===== config.mk =====
export PLATFORM = sky130hd
export DESIGN_NAME = bpc_queue
export DESIGN_NICKNAME = d
export VERILOG_FILES = /design/src/rtl/bpc_pkg.sv /design/src/rtl/bpc_queue.sv
export SDC_FILE = /design/constraint.sdc
export NUM_CORES = 1
export LEC_CHECK = 0
export BUFFER_PORTS_ARGS = -buffer_cell sky130_fd_sc_hd__buf_4
export CAP_MARGIN = 20
export CORE_AREA = 2 2 271 273
export CTS_CLUSTER_DIAMETER = 100
export CTS_CLUSTER_SIZE = 20
export DETAILED_ROUTE_END_ITERATION = 12
export DIE_AREA = 0 0 273 275
export PLACE_DENSITY = 0.54
export REMOVE_ABC_BUFFERS = 1
export SYNTH_ARGS = -nofsm -noshare
export SYNTH_HDL_FRONTEND = slang
export SYNTH_SLANG_ARGS = --single-unit

===== constraint.sdc =====
create_clock -name clock -period 9.7 [get_ports clock]
set_input_delay 0.97 -clock clock [delete_from_list [all_inputs] [get_ports clock]]
set_output_delay 0.97 -clock clock [all_outputs]
set_load 0.005 [all_outputs]

===== src/rtl/bpc_pkg.sv =====
`timescale 1ns / 1ps

package bpc_pkg;

   localparam int QueueDepthDefault = 4;
   localparam int CsrIndexWidth     = 2;
   localparam int CsrDataWidth      = 64;
   localparam int FrontStages       = 9;
   localparam int DivSteps          = 64;
   localparam int PostStages        = 6;
   localparam int BackStages        = DivSteps + 1 + PostStages;

   localparam logic [32:0] TFineOffset = 33'd128000;
   localparam logic [20:0] RawFull     = 21'd1048576;
   localparam logic [11:0] DivScale    = 12'd3125;
   localparam logic [63:0] DenBias     = 64'h0000_8000_0000_0000;

   typedef enum logic [CsrIndexWidth-1:0] {
      CSR_TEMP_CALIB = 2'd0,
      CSR_PRESS_LOW  = 2'd1,
      CSR_PRESS_HIGH = 2'd2,
      CSR_PRESS_NINE = 2'd3
   } csr_index_type;

   typedef struct packed {
      logic [15:0] t1;
      logic [15:0] t2;
      logic [15:0] t3;
      logic [15:0] p1;
      logic [15:0] p2;
      logic [15:0] p3;
      logic [15:0] p4;
      logic [15:0] p5;
      logic [15:0] p6;
      logic [15:0] p7;
      logic [15:0] p8;
      logic [15:0] p9;
   } calib_type;

   typedef struct packed {
      logic [31:0] temperature_centi;
      logic [31:0] fine_temperature;
      logic [63:0] dividend_mag;
      logic [30:0] divisor_mag;
      logic        quot_neg;
      logic        invalid;
   } div_job_type;

   typedef struct packed {
      logic full;
      logic empty;
   } queue_status_type;

   // (fine * 5 + 128) >>> 8, 32-bit wrapping
   function automatic logic [31:0] temp_from_fine(input logic [31:0] fine);
      logic [31:0] sum;
      sum = fine + {fine[29:0], 2'b00} + 32'd128;
      return $signed(sum) >>> 8;
   endfunction

endpackage


===== src/rtl/bpc_queue.sv =====
`timescale 1ns / 1ps

module bpc_queue #(
   parameter int Depth = bpc_pkg::QueueDepthDefault
) (
   input  logic                       clock,
   input  logic                       reset,
   input  logic                       push,
   input  bpc_pkg::div_job_type       push_data,
   input  logic                       pop,
   output bpc_pkg::div_job_type       head_data,
   output bpc_pkg::queue_status_type  status
);

   localparam int PtrWidth   = (Depth > 1) ? $clog2(Depth) : 1;
   localparam int CountWidth = $clog2(Depth + 1);

   bpc_pkg::div_job_type mem_ff [Depth];

   logic [PtrWidth-1:0]   wr_ptr_ff, wr_ptr_in, rd_ptr_ff, rd_ptr_in;
   logic [CountWidth-1:0] count_ff, count_in;

   assign wr_ptr_in = (wr_ptr_ff == PtrWidth'(Depth - 1)) ? '0 : wr_ptr_ff + 1'b1;
   assign rd_ptr_in = (rd_ptr_ff == PtrWidth'(Depth - 1)) ? '0 : rd_ptr_ff + 1'b1;

   always_comb begin
      count_in = count_ff;
      if (push && !pop) begin
         count_in = count_ff + 1'b1;
      end else if (pop && !push) begin
         count_in = count_ff - 1'b1;
      end
   end

   always_ff @(posedge clock) begin
      if (reset) begin
         wr_ptr_ff <= '0;
         rd_ptr_ff <= '0;
         count_ff  <= '0;
      end else begin
         if (push) begin
            wr_ptr_ff <= wr_ptr_in;
         end
         if (pop) begin
            rd_ptr_ff <= rd_ptr_in;
         end
         count_ff <= count_in;
      end
   end

   always_ff @(posedge clock) begin
      if (push) begin
         mem_ff[wr_ptr_ff] <= push_data;
      end
   end

   assign head_data    = mem_ff[rd_ptr_ff];
   assign status.full  = (count_ff == CountWidth'(Depth));
   assign status.empty = (count_ff == '0);

endmodule


==> summary.md <==
| Metric | Value |
|---|---|
| Status | `finished clean` |
| DRC Markers | `0` |
| FF-to-FF setup slack | `6850 ps` |
| Row count | `99` |
| Setup Viol. Count Final | `0` |
| Setup tns final | `0 ps` |
| Sequential Area | `19530 µm²` |
| First-pass GRT wire length | `71.63 mm` |
| LEAKAGE | `between 9 and 10 nW` |
| Power per cell area | `192.5 nW/µm²` |
| WHS | `~520 ps` |
| Synth Area per Inst | `about 27 µm²` |
| Hold path startpoint | `count_ff[2]$_SDFFE_PP0P_` |
| Internal Power | `4.287 mW` |
| Synthesized netlist cell count | `885` |
| Core Box Area | `72340 µm²` |
| Hold Crit Class | `reg2reg` |
| Drt pass-1 iters | `4` |
| Final HPWL DP | `a little under 30 mm` |
| Layout cells sized above 1 | `0.4447` |
| Post-DR vias/cell | `4.709` |
| Ys async rst share | `0` |
| NetSw | `1.156 mW` |
| Area delta synth->final | `19.57%` |
| Distinct cells, synth | `18` |
| Clk slew on worst S/H paths | `70 ps` |
| Sw frac | `0.2125` |
| Die height | `275 µm` |
| Top_reg_cell synth | `edfxtp_1` |
| DRT antenna net count | `0` |
| Grt total ovfl | `0` |
| Number of flops mapped to enable cells by yosys | `644` |
| Multi-input gate area | `3881 µm²` |
| Fillers | `6521` |
| CTS H-tree lvls | `2` |
| Peak supply drop | `0.0001237 V` |
| Final period utilization | `0.4245` |
| TritonCTS Buffers | `39` |
| Worst-path fanout max | `64` |
| Crit. End Element | `output pin` |
| Least-Margin Pin Slew | `1052 ps` |
| Fin nets | `approximately 1400` |
| Synthesized area | `23650 µm²` |
| Synth Register Bits | `653` |
| Postcts setup bufs | `0` |
| Final WL | `48.92 mm` |
| 1st-iter DRT viols | `559` |
| Critical path class | `reg2out` |
| Worst EP arrival | `3150 ps` |
| Fmax | `242.9 MHz` |
| TritonCTS clock tree | `done` |
| RSZ-0062 raised after global routing | `false` |
| Sequential share of the synthesized area | `0.8255` |
| CTS Hold Bufs | `0` |
| Req. time, crit path | `between 8000 and 9000 ps` |
| Placer Congestion | `0.7016` |
| Latest clock arrival within the worst-skew pair | `between 500 and 600 ps` |
| Final Hold Viols | `0` |
| Die area | `approximately 75000 µm²` |
| Post-Layout Cell Count | `2200` |
| Post-Place Cells | `2148` |
| YS warnings | `0` |
| Antenna violations before repair | `6` |
| Post_cts resized | `0` |
| Final setup margin | `5582 ps` |
| Crit path launch type | `flip-flop` |
| Pre-CTS setup slack | `6094 ps` |
| Clock buffer depth | `3` |
| Ports | `328` |
| Wirelength per Cell | `between 20 and 25 µm` |
| Setup Skew | `11.31 ps` |
| GRT Resource Usage Total | `0.1284` |
| Via count | `between 10000 and 15000` |
| PortBufs | `approximately 330` |
| Sequential Power Share | `0.601` |
| Post-route minimum period | `4118 ps` |
| Pin count of the biggest net entering global routing | `87` |
| Initial cell density of the core | `0.3269` |
| Gate power share | `0.099` |
| Total power | `5.443 mW` |
| R2R Path Start | `wr_ptr_ff[0]$_SDFFE_PP0P_` |
| Die Span X | `273 µm` |
| Clock network power share | `0.300` |
| Vias in the first global route | `approximately 11000` |
| CTS root buffer | `clkbuf_16` |
| Slew HR | `0.2985` |
| Max Cap Viol | `0` |
| CTS sink cnt | `653` |
| Slew Viols, Final | `0` |
==> sequential cells by signal, summed over array words and instances, names as in the netlist, named ones only <==
register / cells
mem_ff: 644
count_ff: 3
rd_ptr_ff: 2
wr_ptr_ff: 2
==> metal layers <==
layer,vias up,GRT usage,wire (µm)
met3,75,0.04172,3370
met5,-,0,53
li1,4488,-,-
met2,220,0.2122,24480
met4,10,0.03451,1134
met1,5567,0.1634,19880
==> stage by stage <==
step                      cell area (µm²)    util
after global routing                28270  0.3908
after global placement              27190  0.3758
after CTS                           28270  0.3908
after detailed placement            27190  0.3758
after floorplan                     23400       -
final                               28270  0.3908
==> power by group through the flow <==
stage          sequential (mW)  combinational, mW  clock [mW]
2_1_floorplan             3.37              0.255           0
3_3_place_gp              3.33              0.551           0
3_5_place_dp              3.34              0.556           0
4_1_cts                   3.28              0.558        1.71
5_1_grt                   3.29              0.584        1.80
6_report                  3.27              0.538        1.63
==> kinds of logic (layout without fill, tap and decap cells) <==
kind of cell / count (synthesis) / after routing / share of synthesized area
flip-flops: 653 / 653 / 0.8255
multiplexers: 165 / 165 / 0.1550
AND/OR/NAND/NOR: 15 / 15 / 0.003281
XOR/XNOR: 2 / 2 / 0.0007410
other: 0 / 2 / 0
adder cells (fa/ha/maj): 7 / 7 / 0.004022
buffers and inverters: 40 / 394 / 0.01080
AO/OA/AOI/OAI: 3 / 3 / 0.0006348
==> cells in the final DEF, fill, tap and decap left out, types with 4 or more instances in the layout <==
cell type  instances
buf_4            339
inv_1              4
and2_4             4
nor2_1             7
dfxtp_1            7
clkbuf_16         41
mux2i_1            4
mux4_2           161
edfxtp_1         644
ha_1               6
clkbuf_1           6
==> synth_stat cells, types with 2 or more instances <==
library cell	number	share of area
edfxtp_1	644	0.82
clkbuf_1	7	0.0011
buf_2	18	0.0038
inv_1	4	0.00063
xor2_1	2	0.00074
mux4_2	161	0.15
and2_1	4	0.0011
dfxtp_1	9	0.0076
nor3b_1	2	0.00063
ha_1	6	0.0032
buf_6	11	0.0052
nor2_1	7	0.0011
a21oi_1	2	0.00042
mux2i_1	4	0.0017
==> worst paths after layout <==
path	endpoint	cells after the start
worst max-delay path	head_data[117]	3
worst min register to register	count_ff[2]$_SDFFE_PP0P_	2
worst max register to register	mem_ff[0][61]$_DFFE_PP_	5
worst min-delay path	count_ff[2]$_SDFFE_PP0P_	2
==> area by class of cell <==
type,instances,share of cell area
flip-flops and latches,653,0.6906
multi-input cells,192,0.1373
repair buffers,340,0.09072
well taps,959,0.04244
clock buffers,47,0.03708
clock inverters,3,0.001151
inverters,4,0.0005310
diodes,2,0.0001770
==> worst max-delay path: stages (launching register included) <==
cell	delay, ps
dfxtp_4	940
buf_4	870
mux4_2	440
buf_4	160
Note: power is estimated with default switching activity, not from simulation.
